### src/sv/uft_pkg.sv
// Shared phase codes, register indexes and beat layouts for the UART frame transceiver.
package uft_pkg;

    // Transmit phase codes
    localparam logic [2:0] TXP_IDLE   = 3'd0;
    localparam logic [2:0] TXP_START  = 3'd1;
    localparam logic [2:0] TXP_DATA   = 3'd2;
    localparam logic [2:0] TXP_PARITY = 3'd3;
    localparam logic [2:0] TXP_STOP   = 3'd4;
    localparam logic [2:0] TXP_GUARD  = 3'd5;

    // Receive phase codes
    localparam logic [2:0] RXP_IDLE   = 3'd0;
    localparam logic [2:0] RXP_DATA   = 3'd1;
    localparam logic [2:0] RXP_PARITY = 3'd2;
    localparam logic [2:0] RXP_STOP   = 3'd3;
    localparam logic [2:0] RXP_GUARD  = 3'd4;

    // Configuration register indexes
    localparam logic CFG_DATA_BITS  = 1'b0;
    localparam logic CFG_PARITY_EN  = 1'b1;

    // Item kinds
    localparam logic KIND_TICK = 1'b0;
    localparam logic KIND_LOAD = 1'b1;

    // Frame length limits
    localparam logic [3:0] DATA_BITS_MIN = 4'd5;
    localparam logic [3:0] DATA_BITS_MAX = 4'd8;

    // Beat widths
    localparam int IN_TDATA_W  = 16;
    localparam int OUT_TDATA_W = 16;

    // One result beat, before packing
    typedef struct packed {
        logic       parity_error;
        logic [7:0] rx_byte;
        logic       rx_valid;
        logic       load_dropped;
        logic       tx_busy;
        logic       tx_level;
    } t_result;

endpackage

### src/sv/uart_frame_transceiver_top.sv
// UART frame transceiver: one tick or load beat in, one status beat out per cycle while the m side accepts.
//
//  channel | dir | handshake                  | payload
//  --------+-----+----------------------------+-------------------------------------------
//  s       | in  | i_s_tvalid / o_s_tready    | tuser: kind; tdata: tx_byte, rx_level
//  m       | out | o_m_tvalid / i_m_tready    | tdata: tx_level .. parity_error
//  cfg     | in  | i_cfg_we (no wait)         | i_cfg_addr, i_cfg_wdata
//
// An accepted beat is held in the input register, then both serial state machines advance
// and the result is registered; one beat per cycle is sustained while the m side accepts.
// Synchronous active-low reset returns both sides to idle with the line high.
// A stall on the m side holds the result register; o_s_tready drops as soon as the input
// register also holds a beat, in the same cycle as the stall when beats run back to back.
module uart_frame_transceiver_top
    import uft_pkg::*;
(
    input  logic                   i_clk,
    input  logic                   i_rst_n,
    // input stream
    input  logic                   i_s_tvalid,
    output logic                   o_s_tready,
    input  logic [IN_TDATA_W-1:0]  i_s_tdata,   // [7:0] tx_byte, [8] rx_level, rest zero
    input  logic                   i_s_tuser,   // [0] kind
    // output stream
    output logic                   o_m_tvalid,
    input  logic                   i_m_tready,
    output logic [OUT_TDATA_W-1:0] o_m_tdata,   // [0] tx_level, [1] tx_busy,
                                                // [2] load_dropped, [3] rx_valid,
                                                // [11:4] rx_byte, [12] parity_error
    // configuration writes
    input  logic                   i_cfg_we,
    input  logic                   i_cfg_addr,
    input  logic [3:0]             i_cfg_wdata
);

    // configuration registers
    logic [3:0] r_cfg_bits;
    logic       r_cfg_par;

    // input register
    logic       r_in_valid;
    logic       r_in_kind;
    logic [7:0] r_in_byte;
    logic       r_in_level;

    // output register
    logic       r_out_valid;
    t_result    r_out;

    // frame state
    logic [2:0] r_tx_phase, n_tx_phase;
    logic [7:0] r_tx_shift, n_tx_shift;
    logic [3:0] r_tx_cnt,   n_tx_cnt;
    logic       r_tx_par,   n_tx_par;
    logic       r_tx_line,  n_tx_line;
    logic [2:0] r_rx_phase, n_rx_phase;
    logic [7:0] r_rx_shift, n_rx_shift;
    logic [3:0] r_rx_cnt,   n_rx_cnt;
    logic       r_rx_par,   n_rx_par;
    logic       r_rx_flag,  n_rx_flag;

    t_result    n_out;
    logic [3:0] frame_bits;
    logic [3:0] tx_cnt_inc, rx_cnt_inc;
    logic       tx_bit;
    logic       out_free, work_go;
    logic       load_drop;
    logic       rx_done;
    logic [7:0] rx_data;
    logic       rx_perr;

    // handshake
    assign out_free   = !r_out_valid || i_m_tready;
    assign work_go    = r_in_valid && out_free;
    assign o_s_tready = !r_in_valid || out_free;
    assign o_m_tvalid = r_out_valid;
    assign o_m_tdata  = {{(OUT_TDATA_W-$bits(t_result)){1'b0}}, r_out};

    // data bit count, clamped to 5..8
    always_comb begin
        if (r_cfg_bits < DATA_BITS_MIN) begin
            frame_bits = DATA_BITS_MIN;
        end else if (r_cfg_bits > DATA_BITS_MAX) begin
            frame_bits = DATA_BITS_MAX;
        end else begin
            frame_bits = r_cfg_bits;
        end
    end

    assign tx_cnt_inc = r_tx_cnt + 4'd1;
    assign rx_cnt_inc = r_rx_cnt + 4'd1;
    assign tx_bit     = r_tx_shift[r_tx_cnt[2:0]];

    // transmitter
    always_comb begin
        n_tx_phase = r_tx_phase;
        n_tx_shift = r_tx_shift;
        n_tx_cnt   = r_tx_cnt;
        n_tx_par   = r_tx_par;
        n_tx_line  = r_tx_line;
        load_drop  = 1'b0;
        if (r_in_kind == KIND_LOAD) begin
            if (r_tx_phase != TXP_IDLE) begin
                load_drop = 1'b1;
            end else begin
                n_tx_shift = r_in_byte;
                n_tx_cnt   = 4'd0;
                n_tx_par   = 1'b0;
                n_tx_phase = TXP_START;
            end
        end else begin
            unique case (r_tx_phase)
                TXP_IDLE: begin
                end
                TXP_START: begin
                    n_tx_line  = 1'b0;
                    n_tx_cnt   = 4'd0;
                    n_tx_par   = 1'b0;
                    n_tx_phase = TXP_DATA;
                end
                TXP_DATA: begin
                    n_tx_line = tx_bit;
                    n_tx_par  = r_tx_par ^ tx_bit;
                    n_tx_cnt  = tx_cnt_inc;
                    if (tx_cnt_inc >= frame_bits) begin
                        n_tx_phase = r_cfg_par ? TXP_PARITY : TXP_STOP;
                    end
                end
                TXP_PARITY: begin
                    n_tx_line  = r_tx_par;
                    n_tx_phase = TXP_STOP;
                end
                TXP_STOP: begin
                    n_tx_line  = 1'b1;
                    n_tx_cnt   = 4'd0;
                    n_tx_par   = 1'b0;
                    n_tx_phase = TXP_GUARD;
                end
                default: begin
                    // guard period and unused codes
                    n_tx_line  = 1'b1;
                    n_tx_phase = TXP_IDLE;
                end
            endcase
        end
    end

    // receiver, advances on ticks only
    always_comb begin
        n_rx_phase = r_rx_phase;
        n_rx_shift = r_rx_shift;
        n_rx_cnt   = r_rx_cnt;
        n_rx_par   = r_rx_par;
        n_rx_flag  = r_rx_flag;
        rx_done    = 1'b0;
        rx_data    = 8'd0;
        rx_perr    = 1'b0;
        if (r_in_kind == KIND_TICK) begin
            unique case (r_rx_phase)
                RXP_IDLE: begin
                    if (!r_in_level) begin
                        n_rx_shift = 8'd0;
                        n_rx_cnt   = 4'd0;
                        n_rx_par   = 1'b0;
                        n_rx_flag  = 1'b0;
                        n_rx_phase = RXP_DATA;
                    end
                end
                RXP_DATA: begin
                    n_rx_shift = r_rx_shift | (8'(r_in_level) << r_rx_cnt[2:0]);
                    n_rx_par   = r_rx_par ^ r_in_level;
                    n_rx_cnt   = rx_cnt_inc;
                    if (rx_cnt_inc >= frame_bits) begin
                        n_rx_phase = r_cfg_par ? RXP_PARITY : RXP_STOP;
                    end
                end
                RXP_PARITY: begin
                    n_rx_flag  = r_in_level ^ r_rx_par;
                    n_rx_phase = RXP_STOP;
                end
                RXP_STOP: begin
                    n_rx_cnt   = 4'd0;
                    n_rx_par   = 1'b0;
                    n_rx_phase = RXP_GUARD;
                end
                RXP_GUARD: begin
                    rx_done    = 1'b1;
                    rx_data    = r_rx_shift;
                    rx_perr    = r_rx_flag;
                    n_rx_shift = 8'd0;
                    n_rx_flag  = 1'b0;
                    n_rx_phase = RXP_IDLE;
                end
                default: begin
                    n_rx_phase = RXP_IDLE;
                end
            endcase
        end
    end

    // result beat
    always_comb begin
        n_out.tx_level     = n_tx_line;
        n_out.tx_busy      = (n_tx_phase != TXP_IDLE);
        n_out.load_dropped = load_drop;
        n_out.rx_valid     = rx_done;
        n_out.rx_byte      = rx_data;
        n_out.parity_error = rx_perr;
    end

    // configuration
    always_ff @(posedge i_clk) begin
        if (!i_rst_n) begin
            r_cfg_bits <= DATA_BITS_MAX;
            r_cfg_par  <= 1'b0;
        end else if (i_cfg_we) begin
            unique case (i_cfg_addr)
                CFG_DATA_BITS: r_cfg_bits <= i_cfg_wdata;
                CFG_PARITY_EN: r_cfg_par  <= i_cfg_wdata[0];
                default: begin
                end
            endcase
        end
    end

    // input register
    always_ff @(posedge i_clk) begin
        if (!i_rst_n) begin
            r_in_valid <= 1'b0;
        end else if (o_s_tready) begin
            r_in_valid <= i_s_tvalid;
        end
    end

    always_ff @(posedge i_clk) begin
        if (i_s_tvalid && o_s_tready) begin
            r_in_kind  <= i_s_tuser;
            r_in_byte  <= i_s_tdata[7:0];
            r_in_level <= i_s_tdata[8];
        end
    end

    // output register
    always_ff @(posedge i_clk) begin
        if (!i_rst_n) begin
            r_out_valid <= 1'b0;
        end else if (out_free) begin
            r_out_valid <= r_in_valid;
        end
    end

    always_ff @(posedge i_clk) begin
        if (work_go) begin
            r_out <= n_out;
        end
    end

    // frame state update
    always_ff @(posedge i_clk) begin
        if (!i_rst_n) begin
            r_tx_phase <= TXP_IDLE;
            r_tx_shift <= 8'd0;
            r_tx_cnt   <= 4'd0;
            r_tx_par   <= 1'b0;
            r_tx_line  <= 1'b1;
            r_rx_phase <= RXP_IDLE;
            r_rx_shift <= 8'd0;
            r_rx_cnt   <= 4'd0;
            r_rx_par   <= 1'b0;
            r_rx_flag  <= 1'b0;
        end else if (work_go) begin
            r_tx_phase <= n_tx_phase;
            r_tx_shift <= n_tx_shift;
            r_tx_cnt   <= n_tx_cnt;
            r_tx_par   <= n_tx_par;
            r_tx_line  <= n_tx_line;
            r_rx_phase <= n_rx_phase;
            r_rx_shift <= n_rx_shift;
            r_rx_cnt   <= n_rx_cnt;
            r_rx_par   <= n_rx_par;
            r_rx_flag  <= n_rx_flag;
        end
    end

    // checks
    a_drop_busy: assert property (@(posedge i_clk) disable iff (!i_rst_n)
        (r_out_valid && r_out.load_dropped) |-> r_out.tx_busy)
        else $error("load dropped while transmitter idle");

    a_idle_high: assert property (@(posedge i_clk) disable iff (!i_rst_n)
        (r_tx_phase == TXP_IDLE) |-> r_tx_line)
        else $error("transmit line low while idle");

    a_perr_valid: assert property (@(posedge i_clk) disable iff (!i_rst_n)
        (r_out_valid && r_out.parity_error) |-> (r_out.rx_valid && !r_out.load_dropped))
        else $error("parity error without a received frame");

    a_rx_idle_clear: assert property (@(posedge i_clk) disable iff (!i_rst_n)
        (r_rx_phase == RXP_IDLE) |-> (r_rx_shift == 8'd0 && !r_rx_flag))
        else $error("receiver idle with stale frame state");

    a_hold_state: assert property (@(posedge i_clk) disable iff (!i_rst_n)
        !work_go |=> ($stable(r_tx_phase) && $stable(r_rx_phase)))
        else $error("frame state moved without a processed beat");

endmodule

### config.mk
export PLATFORM = sky130hd
export DESIGN_NAME = uart_frame_transceiver_top
export DESIGN_NICKNAME = d
export VERILOG_FILES = /design/src/sv/uft_pkg.sv /design/src/sv/uart_frame_transceiver_top.sv
export SDC_FILE = /design/constraint.sdc
export NUM_CORES = 1
export LEC_CHECK = 0
export BUFFER_PORTS_ARGS = -buffer_cell sky130_fd_sc_hd__buf_2
export CORE_MARGIN = 3
export CORE_UTILIZATION = 51
export DETAILED_ROUTE_END_ITERATION = 7
export GPL_TIMING_DRIVEN = 0
export PLACE_DENSITY = 0.83
export SYNTH_ARGS = -nofsm -noshare
export SYNTH_HDL_FRONTEND = slang
export SYNTH_SLANG_ARGS = --single-unit
export TNS_END_PERCENT = 30
### constraint.sdc
create_clock -name i_clk -period 2.1 [get_ports i_clk]
set_clock_uncertainty 0.2 [all_clocks]
set_input_delay 0.21 -clock i_clk [delete_from_list [all_inputs] [get_ports i_clk]]
set_output_delay 0.21 -clock i_clk [all_outputs]
set_load 0.02 [all_outputs]
Word level (Yosys, flattened, before mapping). Cells that the tools add are included.

Flip-flop bits (word level): 64. Latch bits: 0. Bits in writable memories: 0. ROM bits: 0. Bits of input ports: 27. Output and inout port bits: 18. Word-level logic and storage cells: 103. Memories: 0.

Add/sub/neg operators: 2. $mul: 0. Div/mod/pow operators: 0. Order comparisons: 5. Equal/unequal tests: 11. Shifts and indexed selects: 1. Muxes and demuxes: 30. Bitwise operators: 7. Reduce and logical (&&, ||, !) cells: 24.

Operators by type and width (number): 8-bit case mux with 3 select lines (1); 4-bit 2-to-1 mux (5); 3-bit 2-to-1 mux (6); 3-bit nonzero test (6); 4-bit AND reduction (4); 3-bit case mux with 5 select lines (1); 3-bit by 2-bit equality test with 1-bit output (second input constant) (4); 3-bit case mux with 4 select lines (1); 4-bit case mux with 3 select lines (1); 4-bit by 1-bit adder with 4-bit output (second input constant) (2); 4-bit >= comparator (2); 1-bit 2-to-1 mux (8); 8-bit 2-to-1 mux (1); 8-bit bitwise OR (1); 4-bit case mux with 2 select lines (1); 1-bit by 3-bit left shift with 8-bit output (1); 3-bit by 1-bit equality test with 1-bit output (second input constant) (2); 3-bit equality test (second input constant) (2); 3-bit zero test (2); 2-bit != test (second input constant) (3); 1-bit case mux with 3 select lines (2); 3-bit AND reduction (2); 4-bit greater-than comparator (second input constant) (1); 3-bit by 4-bit less-than comparator with 1-bit output (second input constant) (1); 11 further kinds (20).

Longest topological paths before layout. Gate-level depths: netlist of run 1.

Depth after elaboration: 8. Gate-level depth with buffers: 8. Mapped depth without buffers: 8.

Worst setup path after synthesis of run 1. No wires, ideal clock.

Path type: register to register. Start point: reg r_rx_cnt[1]. End point: reg r_rx_phase[0]. Setup time: 0.072 ns. Arrival: 1.816 ns. Required time: 1.828 ns. Slack: 0.012 ns. Cell stages (with the launch flop): 7. Path buffers: 0. Clock period less this slack: 2.088 ns. Cell sequence: dfxtp_1 ha_1 ha_1 a21o_1 a2111o_1 o311ai_1 mux2i_1.

Cells in the longest elaborated chain, start to end: 4.

RTL lines: start, declared (line uart_frame_transceiver_top.sv:58) `logic [3:0] r_rx_cnt, n_rx_cnt;`; start signal, assigned (line uart_frame_transceiver_top.sv:279) `r_rx_cnt <= n_rx_cnt;`; 4-bit by 1-bit adder with 4-bit output (line uart_frame_transceiver_top.sv:91) `assign rx_cnt_inc = r_rx_cnt + 4'd1;`; 4-bit >= comparator (line uart_frame_transceiver_top.sv:173) `if (rx_cnt_inc >= frame_bits) begin`; 2-bit != test (no line); 4-bit AND reduction (no line); end signal, assigned (line uart_frame_transceiver_top.sv:277) `r_rx_phase <= n_rx_phase;`; end, declared (line uart_frame_transceiver_top.sv:56) `logic [2:0] r_rx_phase, n_rx_phase;`.

No other way between the ends. A chain may end at the register's enable or synchronous reset.

Worst setup path after layout of run 1. Same ends and word-level chain as after synthesis.

==> results of run 1 <==
==> worst max path at each step <==
stage	start	end	slack [ps]	depth (start not counted)
2_1_floorplan	r_rx_cnt[1]	r_rx_phase[0]	10	6
3_3_place_gp	r_tx_cnt[1]	r_tx_phase[0]	-160	6
3_5_place_dp	r_tx_cnt[1]	r_tx_phase[0]	-220	7
4_1_cts	r_cfg_bits[0]	r_rx_phase[0]	-10	8
5_1_grt	r_cfg_bits[0]	r_rx_phase[0]	-110	8
6_report	r_rx_cnt[1]	r_rx_phase[0]	7	6
==> metal layers <==
layer	up-vias	track usage, %	wire length, microns
li1	1182	-	-
met1	1123	22.8	2700
met2	102	33.5	3260
met3	18	4.27	402
met4	0	10.1	201
met5	-	0	0
==> cells by family (layout without fill, tap and decap cells) <==
family | count (synthesis) | after routing | share of synthesized area [%]
xor+xnor | 12 | 12 | 3.45
simple gates | 115 | 115 | 20.3
flops | 64 | 64 | 49.6
compound gates | 52 | 52 | 12.8
mux | 15 | 15 | 5.34
other cells | 1 | 3 | 0.123
fa+ha+maj | 10 | 10 | 4.11
buf+inv | 28 | 94 | 4.31
==> cell type report <==
class                           instances  area (sq um)  area share (%)
Multi-Input combinational cell        207          1480            39.3
Clock inverter                          6          58.8            1.56
Sequential cell                        64          1520            40.4
Tap cell                               72          90.1            2.39
Buffer                                 17          90.1            2.39
Clock buffer                           10           138            3.65
Inverter                               10          41.3            1.09
Timing Repair Buffer                   51           348            9.22
==> cell usage after synthesis, types with 7 or more instances <==
master	number
nor2_1	29
nor3_1	7
clkbuf_1	10
a31oi_1	7
mux2i_1	14
nand3_1	11
edfxtp_1	23
inv_1	10
and2_1	10
dfxtp_1	41
ha_1	10
nand2_1	18
nor2b_1	18
==> power breakdown <==
part | switching [mW] | internal (mW) | total (mW)
combinational | 0.148 | 0.112 | 0.260
clock | 0.480 | 0.572 | 1.05
sequential | 0.0252 | 1.32 | 1.35
total | 0.653 | 2.01 | 2.66
==> timing repair <==
action / CTS / global route
pin swaps: 3 / 2
buffers inserted: 0 / 0
gates cloned: 0 / 0
hold buffers: 18 / 0
resized for setup: 12 / 10
setup endpoints to repair: 9 / 23
endpoints found under the hold margin: 16 / 0
==> state kept, by name (all words and copies together) (netlist names), 3 cells and up <==
signal	count
r_tx_cnt	4
r_rx_shift	8
r_rx_cnt	4
r_tx_shift	8
r_tx_phase	3
o_m_tdata	13
r_cfg_bits	4
r_in_byte	8
r_rx_phase	3
==> per-stage QoR <==
step / TNS, ps / instance area [sq um] / std cells / setup slack [ps]
4_1_cts: -14.9 / 3720 / 437 / -14.9
3_3_place_gp: -478 / 3310 / 404 / -159
5_1_grt: -451 / 3770 / 437 / -113
2_1_floorplan: 0 / 3060 / 299 / 12.4
6_report: 0 / 3770 / 437 / 7.41
3_5_place_dp: -735 / 3310 / 404 / -220
==> tightest hold or removal path: cells and delay by family <==
kind	cells	cell delay, ps
and+or+nand+nor	1	170
AOI/OAI and AO/OA	1	130
buffers and inverters	1	90
==> impl_metrics.tcl, run 1 <==
set metrics [dict create \
    regToRegStartpoint "r_rx_cnt[1]" \
    yosysSeqAreaShare_pct 49.6 \
    reg2regPathDepth 6 \
    finalSetupViolCount 0 \
    layout_common_cells "buf_2, dfxtp_1, nor2_1, edfxtp_1" \
    drc 0 \
    cp-start-kind "flip-flop" \
    postRouteAntennaNets 0 \
    area_delta_synth_final_pct 23.7 \
    ys_ff_latch 64 \
    cts.sinks 64 \
    routedWlPerCell_microns 15.0 \
    viasPerCell 5.55 \
    synth_top_area_cell "dfxtp_1" \
    grt_pass1_wl_microns 10900 \
    nets 397 \
    cts_buffers 9 \
    slew_headroom_pct 56.2 \
    min_path_type "primary input to flip-flop" \
    dieWidth_microns 83.3 \
    cts_tree "done" \
    dominantRegCellSynth "dfxtp_1" \
    p_per_area_mw_per_mm2 705 \
    worst_r2r_endpoint "r_rx_phase[0]" \
    cp-end-kind "flip-flop" \
    clock_path_buffers 2 \
    yosys-top-cells-area "dfxtp_1, edfxtp_1, mux2i_1" \
    die-height_microns 83.3 \
    dp_hpwl_microns 4240 \
    io_buffers 33 \
    fin_crit_ps 2090 \
    fmax_mhz 478 \
    drive_gt1_share_pct 21.4 \
    fin_util_pct 66.8 \
    cp_cell_sequence "ha_1 -> ha_1 -> a21o_1 -> a2111o_1 -> o311ai_2 -> mux2i_1" \
    drv_slew 0 \
    rrSetupSlack_ps 7 \
    vias 2425 \
    crit_fanout 8 \
    crit_type "flip-flop to flip-flop" \
    grt_use_total_pct 19.5 \
    totalWireLength_microns 6560 \
    status "complete, no violations" \
    ir_drop_mv 0.559 \
    hold_viol 0 \
    cap_violations 0 \
    cts_root_buffer "clkbuf_8" \
    synth_cells 297 \
    insertion_delay_ps 350 \
    critPathRequiredTime_ps 2180 \
    grt_setup_unrepaired "yes" \
    holdWs_ps 107 \
    synth.top_cell.area_share_pct 26.9 \
    syn_area_sq_mm 0.00305 \
    worstHoldEndpoint "o_m_tvalid" \
    yosysWarnings 0 \
    routabilityCongestion 0.834 \
    async_reset_ff_share_pct 0 \
    p_total_mw 2.66 \
    firstDrtPassIters 4 \
    crit_path_max_incr_delay_ps 420 \
    cts.htree.levels 3 \
    num_rows 27 \
    crit_path_top_delay_cell "dfxtp_2" \
    post_synth_num_cell_types 54 \
    coreArea_sq_mm 0.00564 \
    crit_buf_inv 0 \
    drtIter0Drc 213 \
    start_util_pct 54.0 \
    grt_overflow_total 0 \
    fin_crit_sh_pct 99.6 \
    min_path_cells 3 \
    antenna_cells 0 \
    postSynthAreaPerCell_sq_um 10.3 \
    worstHoldStart "i_m_tready" \
    tightest_slew_ps 656 \
    grt_max_degree 15 \
    ios 45 \
    fillers 415 \
    cpMostUsedCell "ha_1" \
    grt_pass1_vias 2379 \
    synth_edf_count 23 \
    dieArea_sq_mm 0.00694 \
    antenna_found_initial 0 \
    leakage_nw 1.50 \
    critPathTopFamily "compound AO/OA/AOI/OAI gates" \
    clk_pin_slew_worst_paths_ps 70 \
    arrival_ps 2180 \
]
No activity file was read; power rests on OpenSTA's default activity.
==> run 2, diff against run 1 <==
- CTS_BUF_LIST: unset -> sky130_fd_sc_hd__clkbuf_16
==> impl_metrics.tcl, run 2 (synthesis results as in run 1) <==
set metrics [dict create \
    grt_pass1_wl_microns 11000 \
    grt_setup_unrepaired "yes" \
    routedWlPerCell_microns 15.3 \
    grt_max_degree 15 \
    drc 0 \
    dpl_cell_area_sq_mm 0.00331 \
    viasPerCell 5.46 \
    cts_root_buffer "clkbuf_16" \
    grt_overflow_total 0 \
    ir_drop_mv 0.551 \
    largest_reg_flops 13 \
    clock_path_buffers 2 \
    io_buffers 33 \
    slew_headroom_pct 58.0 \
    cp-start-kind "flip-flop" \
    status "finished, violations left" \
    leakage_nw 1.55 \
    postRouteAntennaNets 0 \
    clk_pin_slew_worst_paths_ps 50 \
    crit_path_top_delay_cell "o41ai_2" \
    layout_common_cells "buf_2, dfxtp_1, nor2_1, edfxtp_1" \
    fmax_mhz 473 \
    drive_gt1_share_pct 24.7 \
    finalSetupViolCount 2 \
    critPathRequiredTime_ps 2080 \
    cap_violations 0 \
    die-height_microns 83.3 \
    area_delta_synth_final_pct 29.3 \
    fin_crit_sh_pct 101 \
    fillers 394 \
    violations "negative setup slack" \
    grt_use_total_pct 20.3 \
    tightest_slew_ps 628 \
    vias 2406 \
    drtIter0Drc 126 \
    coreArea_sq_mm 0.00564 \
    dp_hpwl_microns 4240 \
    antenna_found_initial 0 \
    fin_util_pct 69.8 \
    routabilityCongestion 0.834 \
    multiInputGateArea_sq_mm 0.00152 \
    crit_type "flip-flop to flip-flop" \
    final_common_cell "buf_2" \
    dieArea_sq_mm 0.00694 \
    p_total_mw 3.05 \
    totalWireLength_microns 6760 \
    arrival_ps 2100 \
    grt_pass1_vias 2402 \
    ios 45 \
    holdWs_ps 17.9 \
    crit_path_max_incr_delay_ps 560 \
    fin_ws_ps -14.5 \
    cp_cell_sequence "buf_6 -> inv_1 -> nand3_1 -> o41ai_2 -> o32ai_1" \
    p_per_area_mw_per_mm2 773 \
    dieWidth_microns 83.3 \
    min_path_type "primary input to flip-flop" \
    cts.sinks 64 \
    antenna_cells 0 \
    cp-end-kind "flip-flop" \
    cts.htree.levels 3 \
    crit_fanout 10 \
    hold_viol 0 \
    final_area_sq_mm 0.00394 \
    seqCellArea_sq_mm 0.00154 \
    nets 401 \
    cts_tree "done" \
    firstDrtPassIters 4 \
    start_util_pct 54.0 \
    cts_buffers 9 \
    insertion_delay_ps 330 \
    num_rows 27 \
    drv_slew 0 \
    fin_crit_ps 2110 \
]
==> run 2: changes by cell type in the layout (fill, tap and decap cells not counted), sizes merged <==
cell,change
buf,+5
clkbuf,-1
clkinv,+1
dlymetal6s4s,-1
==> run 2: report_power, final <==
| part | internal [mW] | switching [mW] |
|---|---|---|
| sequential | 1.32 | 0.0265 |
| clock | 0.904 | 0.531 |
| combinational | 0.115 | 0.148 |
==> run 2: metal layers <==
layer	up-vias	wire, microns	global-route usage [%]
li1	1190	-	-
met1	1116	2800	22.2
met2	81	3370	34.9
met3	19	386	6.35
met4	0	197	11.3
met5	-	0	0
==> run 2: layout make-up <==
type,count,area share [%]
multi-input combinational,207,38.6
tap,72,2.29
clock inverter,7,1.59
inverter,10,1.05
buffer,17,2.29
sequential,64,39.0
timing repair buffer,55,9.46
clock buffer,9,5.72
==> run 2: through the flow <==
stage | worst slack [ps] | setup TNS (ps) | std cells
after floorplan | 12.4 | 0 | 299
after global placement | -159 | -478 | 404
after detailed placement | -220 | -735 | 404
after CTS | 0.520 | 0 | 436
after global routing | -99.6 | -329 | 441
final | -14.5 | -25.7 | 441
==> run 2: repair_timing <==
action / CTS / global route
setup buffers: 0 / 5
setup endpoints to repair: 6 / 20
pin swaps: 4 / 4
hold buffers: 17 / 0
hold endpoints to repair: 16 / 0
resized for setup: 16 / 17
==> run 2: worst max-delay path, delay by kind of cell (launching register included) <==
kind	cells	cell delay [ps]
buf+inv	2	320
simple gates	1	310
compound gates	2	710
flops	1	420
==> run 2: worst paths after layout <==
kind         slack (ps)           from  depth (start not counted)             to
min reg2reg         260  r_rx_shift[3]                          2  r_rx_shift[3]
max reg2reg         -10      r_in_kind                          5      r_rx_flag
min                  20     i_cfg_addr                          4      r_cfg_par
max                 -10      r_in_kind                          5      r_rx_flag
==> run 3, diff against run 2 <==
- PLACE_DENSITY: 0.83 -> 0.75
- SETUP_SLACK_MARGIN: unset -> 0.02
==> impl_metrics.tcl, run 3 (synthesis results as in run 1) <==
set metrics [dict create \
    grt_max_degree 15 \
    totalWireLength_microns 6430 \
    dieWidth_microns 83.3 \
    status "complete, no violations" \
    crit_path_top_delay_cell "dfxtp_4" \
    grt_use_total_pct 19.3 \
    ir_drop_mv 0.644 \
    coreArea_sq_mm 0.00564 \
    routedWlPerCell_microns 14.7 \
    p_sw_uw 673 \
    fin_crit_ps 2090 \
    dpl_worst_slack_ps -192 \
    die-height_microns 83.3 \
    cts_buffers 9 \
    drtIter0Drc 136 \
    drive_gt1_share_pct 23.2 \
    drc 0 \
    grt_pass1_vias 2331 \
    cp_cell_sequence "ha_1 -> ha_1 -> a21oi_2 -> o21ai_2 -> a221o_1 -> and3_1" \
    swShare_pct 21.5 \
    crit_buf_inv 0 \
    hold_viol 0 \
    cp-end-kind "flip-flop" \
    finalSetupViolCount 0 \
    dp_hpwl_microns 4170 \
    cap_violations 0 \
    leakage_nw 1.55 \
    grt_overflow_total 0 \
    tightest_slew_ps 589 \
    io_buffers 33 \
    clockPowerShare_pct 48.6 \
    drv_slew 0 \
    final_common_cell "buf_2" \
    p_comb_share_pct 8.3 \
    fmax_mhz 479 \
    nets 398 \
    vias 2385 \
    num_rows 27 \
    dieArea_sq_mm 0.00694 \
    cpMostUsedCell "ha_1" \
    fin_ws_ps 10.6 \
    insertion_delay_ps 320 \
    area_delta_synth_final_pct 28.8 \
    cts_root_buffer "clkbuf_16" \
    multiInputGateArea_sq_mm 0.00151 \
    arrival_ps 2100 \
    firstDrtPassIters 4 \
    dp.cells 404 \
    clock_path_buffers 2 \
    p_per_area_mw_per_mm2 797 \
    seq_power_share_pct 43.1 \
    fin_crit_sh_pct 99.5 \
    cp-start-kind "flip-flop" \
    routabilityCongestion 0.876 \
    cts.sinks 64 \
    clk_pin_slew_worst_paths_ps 50 \
    critPathTopFamily "adder cells" \
    min_path_type "primary input to flip-flop" \
    grt_setup_unrepaired "yes" \
    crit_path_max_incr_delay_ps 370 \
    grt_pass1_wl_microns 10800 \
    slew_headroom_pct 60.3 \
    internal_power_mw 2.46 \
    start_util_pct 54.0 \
    crit_type "flip-flop to flip-flop" \
    final_cells 438 \
    ios 45 \
    cts_tree "done" \
    fillers 374 \
    crit_fanout 7 \
    layout_common_cells "buf_2, dfxtp_1, nor2_1, edfxtp_1" \
    seqCellArea_sq_mm 0.00154 \
    viasPerCell 5.45 \
    cts.htree.levels 3 \
    antenna_found_initial 0 \
    critPathRequiredTime_ps 2110 \
    antenna_cells 0 \
    postRouteAntennaNets 0 \
    largest_reg_flops 13 \
]
[run 3: worst register-to-register path, delay by kind of cell (launching register included)]
kind	cells	cell delay [ps]
AND/OR/NAND/NOR	1	160
AO/OA/AOI/OAI	3	600
flip-flops	1	370
adder cells (fa/ha/maj)	2	660
[run 3: worst paths after layout]
| kind | startpoint | endpoint | slack [ps] | cells past startpoint |
|---|---|---|---|---|
| worst max-delay path | r_tx_cnt[0] | r_tx_phase[0] | 10 | 6 |
| worst min-delay path | i_cfg_addr | r_cfg_par | 20 | 4 |
| worst max register to register | r_tx_cnt[0] | r_tx_phase[0] | 10 | 6 |
| worst min register to register | r_rx_shift[5] | r_rx_shift[5] | 260 | 2 |
[run 3: layout make-up]
class	instances	share of cell area [%]
sequential	64	39.1
tap	72	2.30
buffer	17	2.30
timing repair buffer	52	8.93
clock buffer	9	5.74
multi-input combinational	207	38.5
clock inverter	7	2.04
inverter	10	1.05
[run 3: per-stage QoR]
| step | setup TNS (ps) | cell area (sq um) | power [mW] | util [%] | hold WS (ps) |
|---|---|---|---|---|---|
| 2_1_floorplan | 0 | 3060 | 1.52 | - | 109 |
| 6_report | 0 | 3930 | 3.13 | 69.6 | 16.7 |
| 3_3_place_gp | -412 | 3310 | 1.59 | 58.7 | 186 |
| 5_1_grt | -174 | 3930 | 3.22 | 69.6 | 52.6 |
| 3_5_place_dp | -570 | 3310 | 1.59 | 58.7 | 188 |
| 4_1_cts | 0 | 3870 | 3.13 | 68.5 | 7.42 |
[run 3: repair_timing]
| item | CTS | global route |
|---|---|---|
| setup endpoints to repair | 6 | 19 |
| pin swaps | 3 | 2 |
| endpoints found under the hold margin | 16 | 0 |
| gates resized for setup | 19 | 10 |
| hold buffers | 17 | 0 |
| buffers inserted | 0 | 2 |
[run 3: layer usage]
| layer | vias to the layer above | GRT usage (%) | wire length (microns) |
|---|---|---|---|
| met5 | - | 0 | 0 |
| li1 | 1183 | - | - |
| met1 | 1104 | 22.9 | 2800 |
| met4 | 0 | 8.62 | 213 |
| met2 | 77 | 32.5 | 3090 |
| met3 | 21 | 5.26 | 321 |
[run 3: power by group through the flow]
stage | combinational, mW | clock [mW] | sequential (mW)
3_3_place_gp | 0.212 | 0 | 1.37
6_report | 0.261 | 1.52 | 1.35
4_1_cts | 0.252 | 1.53 | 1.35
2_1_floorplan | 0.141 | 0 | 1.38
3_5_place_dp | 0.216 | 0 | 1.37
5_1_grt | 0.288 | 1.58 | 1.35
